## src/rtl/mppt_pkg.sv

```systemverilog
`timescale 1ns / 1ps
// ----------------------------------------------------------------------------
// Mouse packet tracker package
// Shared widths, reset values, register indexes and types for the tracker.
// ----------------------------------------------------------------------------
package mppt_pkg;

	localparam int POS_W     = 10;
	localparam int BYTE_W    = 8;
	localparam int REG_IDX_W = 1;

	// Bit positions inside the packet header byte.
	localparam int SYNC_BIT = 3;
	localparam int LEFT_BIT = 0;

	localparam logic [POS_W-1:0] RESET_X    = POS_W'(320);
	localparam logic [POS_W-1:0] RESET_Y    = POS_W'(200);
	localparam logic [POS_W-1:0] RESET_XLIM = POS_W'(624);
	localparam logic [POS_W-1:0] RESET_YLIM = POS_W'(464);

	typedef enum logic [REG_IDX_W-1:0] {
		REG_X_LIMIT = 1'b0,
		REG_Y_LIMIT = 1'b1
	} reg_idx_t;

	// Which byte of the three-byte packet is expected next.
	typedef enum logic [1:0] {
		PH_HEADER = 2'd0,
		PH_X_MOVE = 2'd1,
		PH_Y_MOVE = 2'd2
	} phase_t;

	typedef struct packed {
		logic [POS_W-1:0] x_limit;
		logic [POS_W-1:0] y_limit;
	} limits_t;

	typedef struct packed {
		logic [POS_W-1:0] pos_x;
		logic [POS_W-1:0] pos_y;
		logic             left_button;
		logic             moved;
	} result_t;

endpackage

```

## src/rtl/mppt_if.sv

```systemverilog
`timescale 1ns / 1ps
// ----------------------------------------------------------------------------
// Mouse packet tracker channels
// Valid/ready channels for received bytes and for position reports.
// ----------------------------------------------------------------------------
interface mppt_byte_if;
	import mppt_pkg::*;

	logic              valid;
	logic              ready;
	logic [BYTE_W-1:0] data_byte;
	logic              from_aux;

	modport source (output valid, output data_byte, output from_aux, input ready);
	modport sink   (input valid, input data_byte, input from_aux, output ready);
endinterface

interface mppt_report_if;
	import mppt_pkg::*;

	logic             valid;
	logic             ready;
	logic [POS_W-1:0] pos_x;
	logic [POS_W-1:0] pos_y;
	logic             left_button;
	logic             moved;

	modport source (output valid, output pos_x, output pos_y, output left_button,
		output moved, input ready);
	modport sink   (input valid, input pos_x, input pos_y, input left_button,
		input moved, output ready);
endinterface

```

## src/rtl/mouse_packet_position_tracker_top.sv

```systemverilog
`timescale 1ns / 1ps
// ----------------------------------------------------------------------------
// Mouse packet position tracker
// Decodes three-byte pointing-device packets into a clamped cursor position.
// ----------------------------------------------------------------------------
// Bytes arrive on the bytes channel, each tagged with whether it came from the
// auxiliary port. A packet starts only on an auxiliary byte with bit 3 set;
// any other byte in that position is dropped so the decoder can resynchronize.
// The next two bytes are taken as signed X and Y movement regardless of their
// port flag. On the third byte X movement is added and Y movement subtracted,
// each coordinate is clamped to zero and then to its limit register, and one
// report with the position, the left button and a moved flag is transferred
// on the reports channel. The block takes one byte per clock cycle: a byte is
// captured in an input register and decoded from there, and a finished report
// sits in an output register until the reports channel accepts it. The byte
// rate drops only while a finished report waits in the output register and
// another packet completes behind it. The limits are written through wr_en,
// wr_index and wr_data (index 0 is the X limit, index 1 the Y limit) and
// should only be changed while no byte or report is in flight. Position resets
// to (320, 200) and the limits to 624 and 464.
module mouse_packet_position_tracker_top (
	input  logic                           clk,
	input  logic                           arst_n,
	mppt_byte_if.sink                      bytes,
	mppt_report_if.source                  reports,
	input  logic                           wr_en,
	input  logic [mppt_pkg::REG_IDX_W-1:0] wr_index,
	input  logic [mppt_pkg::POS_W-1:0]     wr_data
);
	import mppt_pkg::*;

	limits_t           limits;
	result_t           core_res;
	result_t           res_q;
	logic              res_valid_q;
	logic              last_byte;
	logic              valid_s1;
	logic [BYTE_W-1:0] data_byte_s1;
	logic              from_aux_s1;
	logic              out_free;
	logic              advance_s1;
	logic              take_in;

	mppt_cfg_regs u_cfg (
		.clk      (clk),
		.arst_n   (arst_n),
		.wr_en    (wr_en),
		.wr_index (wr_index),
		.wr_data  (wr_data),
		.limits   (limits)
	);

	mppt_packet_core u_core (
		.clk       (clk),
		.arst_n    (arst_n),
		.step      (advance_s1),
		.data_byte (data_byte_s1),
		.from_aux  (from_aux_s1),
		.limits    (limits),
		.last_byte (last_byte),
		.result    (core_res)
	);

	// The output register is free when empty or when its report transfers now.
	assign out_free   = !res_valid_q || reports.ready;
	// A byte that does not finish a packet always moves on.
	assign advance_s1 = valid_s1 && (!last_byte || out_free);
	assign bytes.ready = !valid_s1 || advance_s1;
	assign take_in    = bytes.valid && bytes.ready;

	// Input register.
	always_ff @(posedge clk or negedge arst_n) begin
		if (!arst_n) begin
			valid_s1 <= 1'b0;
		end else if (bytes.ready) begin
			valid_s1 <= bytes.valid;
		end
	end

	always_ff @(posedge clk) begin
		if (take_in) begin
			data_byte_s1 <= bytes.data_byte;
			from_aux_s1  <= bytes.from_aux;
		end
	end

	// Result register.
	always_ff @(posedge clk or negedge arst_n) begin
		if (!arst_n) begin
			res_valid_q <= 1'b0;
		end else if (advance_s1 && last_byte) begin
			res_valid_q <= 1'b1;
		end else if (reports.ready) begin
			res_valid_q <= 1'b0;
		end
	end

	always_ff @(posedge clk) begin
		if (advance_s1 && last_byte) begin
			res_q <= core_res;
		end
	end

	assign reports.valid       = res_valid_q;
	assign reports.pos_x       = res_q.pos_x;
	assign reports.pos_y       = res_q.pos_y;
	assign reports.left_button = res_q.left_button;
	assign reports.moved       = res_q.moved;

	// The input side stalls only while a byte is held in the input register.
	a_stall_needs_byte: assert property (@(posedge clk) disable iff (!arst_n)
		!bytes.ready |-> valid_s1)
		else $error("byte input stalled with an empty input register");

	// A new report appears only after the last byte of a packet was decoded.
	a_report_from_packet: assert property (@(posedge clk) disable iff (!arst_n)
		$rose(res_valid_q) |-> $past(advance_s1 && last_byte))
		else $error("report raised without a completed packet");

	// A freshly loaded report lies within the limits it was computed against.
	a_report_clamped: assert property (@(posedge clk) disable iff (!arst_n)
		(advance_s1 && last_byte) |=>
			(res_q.pos_x <= $past(limits.x_limit)) && (res_q.pos_y <= $past(limits.y_limit)))
		else $error("report position outside the limits");

endmodule

```

## src/rtl/mppt_cfg_regs.sv

```systemverilog
`timescale 1ns / 1ps
// ----------------------------------------------------------------------------
// Mouse packet tracker configuration registers
// Holds the horizontal and vertical position limits.
// ----------------------------------------------------------------------------
module mppt_cfg_regs (
	input  logic                             clk,
	input  logic                             arst_n,
	input  logic                             wr_en,
	input  logic [mppt_pkg::REG_IDX_W-1:0]   wr_index,
	input  logic [mppt_pkg::POS_W-1:0]       wr_data,
	output mppt_pkg::limits_t                limits
);
	import mppt_pkg::*;

	limits_t limits_q;

	always_ff @(posedge clk or negedge arst_n) begin
		if (!arst_n) begin
			limits_q.x_limit <= RESET_XLIM;
			limits_q.y_limit <= RESET_YLIM;
		end else if (wr_en) begin
			unique case (reg_idx_t'(wr_index))
				REG_X_LIMIT: limits_q.x_limit <= wr_data;
				REG_Y_LIMIT: limits_q.y_limit <= wr_data;
				default: ;
			endcase
		end
	end

	assign limits = limits_q;

endmodule

```

## src/rtl/mppt_packet_core.sv

```systemverilog
`timescale 1ns / 1ps
// ----------------------------------------------------------------------------
// Mouse packet tracker core
// Packet phase machine, cursor position registers and the clamped update.
// ----------------------------------------------------------------------------
module mppt_packet_core (
	input  logic                          clk,
	input  logic                          arst_n,
	input  logic                          step,
	input  logic [mppt_pkg::BYTE_W-1:0]   data_byte,
	input  logic                          from_aux,
	input  mppt_pkg::limits_t             limits,
	output logic                          last_byte,
	output mppt_pkg::result_t             result
);
	import mppt_pkg::*;

	phase_t            phase_q;
	phase_t            phase_nxt;
	logic [BYTE_W-1:0] header_q;
	logic [BYTE_W-1:0] x_move_q;
	logic [POS_W-1:0]  cur_x_q;
	logic [POS_W-1:0]  cur_y_q;
	logic signed [POS_W+1:0] sum_x;
	logic signed [POS_W+1:0] sum_y;
	logic [POS_W-1:0]  new_x;
	logic [POS_W-1:0]  new_y;
	logic              take_header;

	// Clamp to zero first, then to the limit.
	function automatic logic [POS_W-1:0] clamp_pos(input logic signed [POS_W+1:0] v,
		input logic [POS_W-1:0] lim);
		logic [POS_W-1:0] r;
		if (v[POS_W+1]) begin
			r = '0;
		end else if (v[POS_W:0] > {1'b0, lim}) begin
			r = lim;
		end else begin
			r = v[POS_W-1:0];
		end
		return r;
	endfunction

	assign sum_x = signed'({2'b00, cur_x_q})
		+ signed'({{(POS_W+2-BYTE_W){x_move_q[BYTE_W-1]}}, x_move_q});
	assign sum_y = signed'({2'b00, cur_y_q})
		- signed'({{(POS_W+2-BYTE_W){data_byte[BYTE_W-1]}}, data_byte});
	assign new_x = clamp_pos(sum_x, limits.x_limit);
	assign new_y = clamp_pos(sum_y, limits.y_limit);

	assign take_header = from_aux && data_byte[SYNC_BIT];

	// Next-state logic.
	always_comb begin
		unique case (phase_q)
			PH_X_MOVE: phase_nxt = PH_Y_MOVE;
			PH_Y_MOVE: phase_nxt = PH_HEADER;
			default:   phase_nxt = take_header ? PH_X_MOVE : PH_HEADER;
		endcase
	end

	// Output logic.
	always_comb begin
		last_byte          = (phase_q == PH_Y_MOVE);
		result.pos_x       = new_x;
		result.pos_y       = new_y;
		result.left_button = header_q[LEFT_BIT];
		result.moved       = (new_x != cur_x_q) || (new_y != cur_y_q);
	end

	always_ff @(posedge clk or negedge arst_n) begin
		if (!arst_n) begin
			phase_q  <= PH_HEADER;
			header_q <= '0;
			x_move_q <= '0;
			cur_x_q  <= RESET_X;
			cur_y_q  <= RESET_Y;
		end else if (step) begin
			phase_q <= phase_nxt;
			if (phase_q == PH_X_MOVE) begin
				x_move_q <= data_byte;
			end else if (phase_q == PH_Y_MOVE) begin
				cur_x_q <= new_x;
				cur_y_q <= new_y;
			end else if (take_header) begin
				header_q <= data_byte;
			end
		end
	end

endmodule
```

## src/flat_wrapper.sv

```systemverilog
// flat-port wrapper written by rule: the top's interface ports become plain ports
module mouse_packet_position_tracker_top_flat import mppt_pkg::*;
  (clk, arst_n, wr_en, wr_index, wr_data, bytes_valid, bytes_data_byte, bytes_from_aux, bytes_ready, reports_valid, reports_pos_x, reports_pos_y, reports_left_button, reports_moved, reports_ready);
  mppt_byte_if bytes_i ();
  mppt_report_if reports_i ();
  input  logic clk;
  input  logic arst_n;
  input  logic wr_en;
  input  logic [mppt_pkg::REG_IDX_W-1:0] wr_index;
  input  logic [mppt_pkg::POS_W-1:0] wr_data;
  input wire logic [$bits(bytes_i.valid)-1:0] bytes_valid;
  input wire logic [$bits(bytes_i.data_byte)-1:0] bytes_data_byte;
  input wire logic [$bits(bytes_i.from_aux)-1:0] bytes_from_aux;
  output wire logic [$bits(bytes_i.ready)-1:0] bytes_ready;
  output wire logic [$bits(reports_i.valid)-1:0] reports_valid;
  output wire logic [$bits(reports_i.pos_x)-1:0] reports_pos_x;
  output wire logic [$bits(reports_i.pos_y)-1:0] reports_pos_y;
  output wire logic [$bits(reports_i.left_button)-1:0] reports_left_button;
  output wire logic [$bits(reports_i.moved)-1:0] reports_moved;
  input wire logic [$bits(reports_i.ready)-1:0] reports_ready;
  assign bytes_i.valid = bytes_valid;
  assign bytes_i.data_byte = bytes_data_byte;
  assign bytes_i.from_aux = bytes_from_aux;
  assign bytes_ready = bytes_i.ready;
  assign reports_valid = reports_i.valid;
  assign reports_pos_x = reports_i.pos_x;
  assign reports_pos_y = reports_i.pos_y;
  assign reports_left_button = reports_i.left_button;
  assign reports_moved = reports_i.moved;
  assign reports_i.ready = reports_ready;
  mouse_packet_position_tracker_top u_core (.clk(clk), .arst_n(arst_n), .bytes(bytes_i), .reports(reports_i), .wr_en(wr_en), .wr_index(wr_index), .wr_data(wr_data));
endmodule
```

## config.mk

```make
export PLATFORM = sky130hd
export DESIGN_NAME = mouse_packet_position_tracker_top_flat
export DESIGN_NICKNAME = d
export VERILOG_FILES = /design/src/rtl/mppt_pkg.sv /design/src/rtl/mppt_if.sv /design/src/rtl/mouse_packet_position_tracker_top.sv /design/src/rtl/mppt_cfg_regs.sv /design/src/rtl/mppt_packet_core.sv /design/src/flat_wrapper.sv
export SDC_FILE = /design/constraint.sdc
export NUM_CORES = 1
export LEC_CHECK = 0
export ABC_CLOCK_PERIOD_IN_PS = 6300
export BUFFER_PORTS_ARGS = -buffer_cell sky130_fd_sc_hd__buf_2
export CAP_MARGIN = 20
export CORE_ASPECT_RATIO = 0.5
export CORE_UTILIZATION = 60
export CTS_CLUSTER_SIZE = 12
export DETAILED_ROUTE_END_ITERATION = 8
export HOLD_SLACK_MARGIN = 0.03
export PLACE_DENSITY = 0.8
export SLEW_MARGIN = 5
export SYNTH_ARGS = -nofsm -noshare
export SYNTH_HDL_FRONTEND = slang
export SYNTH_SLANG_ARGS = --single-unit
```

## constraint.sdc

```tcl
create_clock -name clk -period 6.3 [get_ports clk]
set_clock_uncertainty 0.15 [all_clocks]
set_input_delay 0.315 -clock clk [delete_from_list [all_inputs] [get_ports clk]]
set_output_delay 0.315 -clock clk [all_outputs]
set_load 0.01 [all_outputs]
```

==> run_results.csv, run 1 <==
group,metric,value,unit
setup_path,cp_num_buf_inv,2,
setup_path,crit_type,"flop to flop",
clock_network,clockRootBuffer,"clkbuf_16",
final_layout,fillers,630,
clock_network,cts_htree_levels,3,
drt,routed_via_density,6.05,
grt,grt_pass1_wl,21.9,mm
drt,wl_met3,773,microns
drt,wirelength,13.3,mm
drt,ant_nets,0,
clock_network,numCtsBuffers,9,
die,row_count,24,
die,die_w,137,microns
place,io_buffers,48,
pwr,ir_drop,0.290,mV
sta,rsz0062_at_grt,"false",
yosys,yosysTopAreaCell,"dfrtp_1",
setup_path,arrival,5.61,ns
clock_network,ctsResizeCount,0,
setup_path,end_kind,"flop",
setup_path,worst_path_largest_cell_delay,0.51,ns
final_layout,drive_gt1_share,20.2,%
clock_network,postCtsSetupRepairBufs,0,
place,place_hpwl,9.58,mm
clock_network,cts_tree,"yes",
yosys,yosys.cell_types.count,74,
yosys,ys_dominant_reg_cell,"dfrtp_1",
drt,vias,4483,
clock_network,insertion_delay,0.36,ns
setup_path,ff2ff_path_depth,20,
clock_network,clk_pin_slew_worst_paths,0.06,ns
die,core_area,0.00880,sq mm
pwr,p_leak,0.00274,uW
pwr,power.density,613,mW/mm^2
setup_path,cp_max_fo,21,
setup_path,critPathTopFamily,"simple AND/OR/NAND/NOR gates",
yosys,syn_area,0.00550,sq mm
drt,drtIter0Drc,451,
drt,wl_met2,5.87,mm
drt,routed.top_layer,"met4",
sta,min_period,5.67,ns
place,place.gp.congestion,0.922,
setup_path,worstSetupEndpoint,"u_core.reports.moved$_DFFE_PP_",
sta,finalHoldViolCount,0,
yosys,synth_common_cells,"inv_1 (57), nand2_1 (49), ha_1 (45)",
sta,min_period_over_period,90.0,%
yosys,synthArstFlopShare,63.1,%
clock_network,clock_path_buffers,2,
yosys,synth_warnings,0,
yosys,synth_most_common_cell,"inv_1",
die,start_util,62.5,%
setup_path,slowest_stage,"or4_1",
sta,max_freq,176,MHz
clock_network,cts_hold_buf,11,
grt,grt_max_degree,54,
yosys,synth_nets,628,
setup_path,crit_cells,20,
setup_path,startpoint_type,"flop",
sta,setup_tns,0,ns
grt,grt_pass1_vias,4328,
yosys,ys_ff_latch,84,
status,outcome,"completed",
yosys,synth_top_area_share,18.2,%
setup_path,rrSetupSlack,0.63,ns
die,ios,49,
grt,grt_usage,30.5,%
setup_path,required,6.24,ns
drt,drtPass1Iterations,5,
yosys,ys_top_cells_by_area,"dfrtp_1 (18%), edfxtp_1 (17%), ha_1 (10%)",
min_path,hp-class,"primary input to flop",
drt,drc,0,
die,dieArea,0.00957,sq mm
yosys,syn_avg_cell_area,9.89,sq um
run,drv_cap,0,
sta,final-setup-viol-count,0,
yosys,synth_edf_count,31,
clock_network,cts_num_sinks,84,
drt,wl_per_cell,17.9,microns
yosys,yosysSeqAreaShare,41.4,%
yosys,syn_inst,556,
grt,antenna_found_initial,0,
setup_path,r2r-start,"u_core.u_core.cur_x_q[0]$_DFFE_PN0P_",
final_layout,final_net_count,691,
grt,overflow,0,
setup_path,critPathLaunch,"u_core.u_core.cur_x_q[0]$_DFFE_PN0P_",
setup_path,worstPathCellList,"ha_1, inv_1, fa_1, nand2b_1, a21oi_2, nor3_1, o21ai_0, xnor2_1, inv_1, ha_1, a21o_1, a211oi_1, a311oi_4, nor2_4, mux2i_1, nor2_1, mux2i_1, nor4_2, nand4_1, or4_1",
pwr,report.power.total,3840,uW
die,die_h,69.7,microns
final_layout,antenna_cells,0,
final_layout,area_growth_syn_to_layout,14.2,%
sta,maxSlewViolCount,0,
sta,worst_slew_margin_rel,52.1,%
setup_path,r2r-end,"u_core.reports.moved$_DFFE_PP_",
sta,tightest_slew,0.718,ns
drt,wl_met1,6.37,mm
[tightest hold or removal path: cells and delay by family]
family	cells	cell delay [ns]
buf+inv	1	0.10
simple gates	1	0.05
compound gates	1	0.06
[worst min path at each step]
| stage | start | to | depth (start not counted) |
|---|---|---|---|
| CTS | wr_data[1] | u_core.u_cfg.limits[11]$_DFFE_PN0P_ | 3 |
| global route | wr_data[1] | u_core.u_cfg.limits[11]$_DFFE_PN0P_ | 3 |
| finish | wr_data[1] | u_core.u_cfg.limits[11]$_DFFE_PN0P_ | 3 |
| global placement | u_core.u_core.header_q[0]$_DFFE_PN0P_ | u_core.reports.left_button$_DFFE_PP_ | 0 |
| detailed placement | u_core.u_core.header_q[0]$_DFFE_PN0P_ | u_core.reports.left_button$_DFFE_PP_ | 0 |
| floorplan | arst_n | u_core.reports.valid$_DFFE_PN0P_ | 0 |
[logic make-up (layout without fill, tap and decap cells)]
logic type | Yosys count | after routing | share of synthesized area (%)
compound gates | 151 | 151 | 19.1
buf+inv | 70 | 138 | 5.33
simple gates | 152 | 152 | 13.8
mux | 27 | 27 | 5.39
flops | 84 | 84 | 41.4
xor+xnor | 25 | 25 | 4.12
fa+ha+maj | 47 | 47 | 11.0
[metrics by stage]
step	instance area [sq um]	hold WS (ns)	utilization (%)	worst slack, ns	cells
after detailed placement	5850	0.280	66.5	0.747	713
after floorplan	5500	-0.131	-	1.52	556
after global placement	5830	0.287	66.3	0.897	712
after CTS	6270	0.0480	71.2	0.710	740
final	6270	0.0463	71.3	0.633	741
after global routing	6270	0.0668	71.3	0.267	741
[cell usage in the layout, fill, tap and decap left out, types with 4 or more instances in the layout]
| cell | netlist | final |
|---|---|---|
| a21oi_2 | 5 | 5 |
| nor2b_1 | 8 | 8 |
| dfrtp_1 | 40 | 40 |
| nor2_1 | 34 | 34 |
| xnor2_1 | 20 | 20 |
| buf_2 | 0 | 48 |
| a31oi_1 | 5 | 5 |
| mux2i_1 | 8 | 8 |
| nor3_1 | 10 | 10 |
| a21o_1 | 6 | 6 |
| a211oi_1 | 7 | 7 |
| nand2b_1 | 5 | 5 |
| xor2_1 | 4 | 4 |
| o31ai_1 | 13 | 13 |
| mux2_2 | 18 | 18 |
| nand4_1 | 7 | 7 |
| edfxtp_1 | 31 | 31 |
| o22ai_1 | 7 | 7 |
| clkbuf_16 | 0 | 9 |
| inv_1 | 57 | 57 |
| nand2_1 | 49 | 49 |
| a21oi_1 | 31 | 31 |
| o21ai_1 | 7 | 7 |
| dfstp_2 | 13 | 13 |
| buf_4 | 0 | 5 |
| ha_1 | 45 | 45 |
| o21ai_0 | 34 | 34 |
| dlygate4sd3_1 | 0 | 11 |
| o21a_1 | 6 | 6 |
| a222oi_1 | 4 | 4 |
| nand3_1 | 10 | 10 |
| nand3b_1 | 4 | 4 |
[state kept, by name (all words and copies together) (netlist names)]
register	flops
u_core.from_aux_s1	1
u_core.u_core.cur_y_q	10
u_core.reports.pos_y	10
u_core.reports.moved	1
u_core.reports.left_button	1
u_core.reports.pos_x	10
u_core.u_core.x_move_q	8
u_core.u_core.cur_x_q	10
u_core.reports.valid	1
u_core.u_cfg.limits	20
u_core.data_byte_s1	8
u_core.valid_s1	1
u_core.u_core.header_q	1
u_core.u_core.phase_q	2
[layer usage]
layer	global-route usage, %	up-vias
met5	0	-
met4	10.9	0
met3	6.58	26
met2	45.5	171
met1	43.7	2142
li1	-	2144
[where the power goes]
| part | switching, uW | total, uW | internal [uW] |
|---|---|---|---|
| registers | 152 | 904 | 752 |
| logic | 1440 | 2380 | 940 |
| clock network | 244 | 557 | 313 |
[final cells by class]
cell class                      instances  area (sq um)  share of cell area (%)
Multi-Input combinational cell        402          2930                    46.7
Sequential cell                        84          2270                    36.2
Timing Repair Buffer                   65           403                    6.42
Clock buffer                            9           225                    3.59
Inverter                               57           214                    3.41
Tap cell                              117           146                    2.33
Clock inverter                          7          82.6                    1.32
(Power assumes the default switching activity.)
==> run 2: changes to the inputs <==
CORE_MARGIN = 2   (was not set)
SLEW_MARGIN = 20   (was 5)
==> run 2 against run 1 <==
Maximum frequency down 1.1%; sequential share of layout area down 0.065 points; sequential power about the same; first-iteration DRC count up 19%; non-clock buffer count down 2; worst hold slack better by 0.022 ns; combinational power up 2%; routed wire length up 6.0%; final area up 0.18%.
==> run_results.csv, run 2 (synthesized netlist as in run 1, its figures left out) <==
group,metric,value,unit
setup_path,worst_path_largest_cell_delay,0.51,ns
clock_network,numCtsBuffers,9,
sta,tightest_slew,1.01,ns
drt,wirelength,14.1,mm
final_layout,fin_area,0.00629,sq mm
final_layout,final_cell_mix,"inv_1 (57), nand2_1 (49), buf_2 (48)",
final_layout,regArea,0.00227,sq mm
sta,min_period_over_period,91.0,%
place,io_buffers,48,
die,die_w,139,microns
pwr,power.density,626,mW/mm^2
clock_network,cts_htree_levels,3,
drt,drtIter0Drc,536,
setup_path,worstPathCellList,"ha_1, inv_1, fa_1, nand2b_1, a21oi_2, nor3_1, o21ai_0, xnor2_1, inv_1, ha_1, a21o_1, a211oi_1, a311oi_4, nor2_4, mux2i_1, nor2_1, mux2i_1, nor4_2, nand4_1, or4_1",
setup_path,critPathTopFamily,"simple AND/OR/NAND/NOR gates",
die,core_area,0.00880,sq mm
clock_network,cts_num_sinks,84,
sta,worst_slew_margin_rel,32.5,%
die,row_count,24,
clock_network,ctsResizeCount,0,
clock_network,cts_tree,"yes",
place,dpl_cell_area,0.00583,sq mm
drt,routed_via_density,6.19,
setup_path,cp_num_buf_inv,2,
final_layout,final_common_cell,"inv_1",
final_layout,drive_gt1_share,19.8,%
clock_network,clockRootBuffer,"clkbuf_16",
clock_network,insertion_delay,0.34,ns
setup_path,crit_type,"flop to flop",
clock_network,clk_pin_slew_worst_paths,0.06,ns
pwr,p_leak,0.00275,uW
drt,ant_nets,0,
drt,vias,4576,
run,drv_cap,0,
final_layout,multi_input_area,0.00293,sq mm
sta,setup_tns,0,ns
place,place.gp.congestion,0.942,
setup_path,cp_max_fo,21,
final_layout,fillers,639,
min_path,hp-class,"primary input to flop",
setup_path,startpoint_type,"flop",
die,ios,49,
final_layout,final_net_count,689,
pwr,ir_drop,0.312,mV
drt,drc,0,
final_layout,antenna_cells,0,
grt,grt_pass1_wl,23.1,mm
sta,min_period,5.73,ns
drt,wl_per_cell,19.0,microns
sta,hold-worst-slack,0.0685,ns
grt,grt_usage,29.6,%
sta,final-setup-viol-count,0,
sta,finalHoldViolCount,0,
die,start_util,62.5,%
sta,maxSlewViolCount,0,
setup_path,arrival,5.66,ns
sta,max_freq,174,MHz
final_layout,largest_reg_flops,20,
grt,grt_max_degree,54,
die,dieArea,0.00999,sq mm
final_layout,area_growth_syn_to_layout,14.4,%
status,outcome,"completed",
place,place_hpwl,10.0,mm
grt,antenna_found_initial,0,
die,die_h,71.7,microns
drt,drtPass1Iterations,5,
setup_path,slowest_stage,"or4_1",
setup_path,end_kind,"flop",
setup_path,required,6.23,ns
grt,grt_pass1_vias,4535,
clock_network,postCtsSetupRepairBufs,0,
clock_network,clock_path_buffers,2,
grt,overflow,0,
sta,rsz0062_at_grt,"false",
-- run 2: cell types whose count changed in the layout (fill, tap and decap cells not counted) --
cell / before / now
and3_2: 0 / 1
buf_4: 5 / 4
clkinv_1: 0 / 1
clkinvlp_4: 2 / 0
inv_8: 1 / 0
inv_6: 2 / 1
clkbuf_1: 0 / 1
bufinv_16: 1 / 3
buf_8: 1 / 0
and3_1: 1 / 0
-- run 2: layout make-up --
class	instances	area share [%]
sequential	84	36.2
multi-input combinational	402	46.6
clock inverter	6	1.77
tap	117	2.33
timing repair buffer	63	6.05
inverter	57	3.40
clock buffer	10	3.64
-- run 2: stage by stage --
stage                     worst slack [ns]  instances  util (%)  power (uW)
final                                0.567        739      71.4        3940
after global routing                 0.237        739      71.4        4210
after CTS                            0.643        739      71.4        3880
after detailed placement             0.735        712      66.3        3220
after global placement               0.895        712      66.3        3150
after floorplan                       1.52        556         -        2740
-- run 2: repair_timing --
action                     4_1_cts  5_1_grt
hold buffers                    11        0
hold endpoints to repair        50        0
setup endpoints to repair        0        0
-- run 2: worst paths after layout --
kind,from,end,slack (ns),depth (start not counted)
worst min register to register,u_core.u_core.header_q[0]$_DFFE_PN0P_,u_core.reports.left_button$_DFFE_PP_,0.30,0
worst max-delay path,u_core.u_core.cur_x_q[0]$_DFFE_PN0P_,u_core.reports.moved$_DFFE_PP_,0.57,20
min in group asynchronous,arst_n,u_core.u_core.cur_y_q[9]$_DFFE_PN0P_,0.47,3
worst max register to register,u_core.u_core.cur_x_q[0]$_DFFE_PN0P_,u_core.reports.moved$_DFFE_PP_,0.57,20
max in group asynchronous,arst_n,u_core.u_core.cur_x_q[5]$_DFFE_PN0P_,5.05,3
worst min-delay path,wr_data[1],u_core.u_cfg.limits[11]$_DFFE_PN0P_,0.07,3
-- run 2: routing by layer --
layer,wire length (microns),track usage (%),vias up,part of all wire [%]
met5,0,0,-,0
met4,268,9.32,0,1.9
met3,1110,7.95,34,7.9
met2,6530,48.9,226,46
met1,6150,38.9,2187,44
li1,-,-,2129,-
-- run 2: worst min-delay path, delay by kind of cell --
kind,cells,cell delay (ns)
AO/OA/AOI/OAI,1,0.06
buffers and inverters,1,0.10
AND/OR/NAND/NOR,1,0.05
-- run 2: power breakdown --
part | switching [uW] | internal (uW)
Combinational | 1480 | 939
Clock | 223 | 388
Sequential | 155 | 752
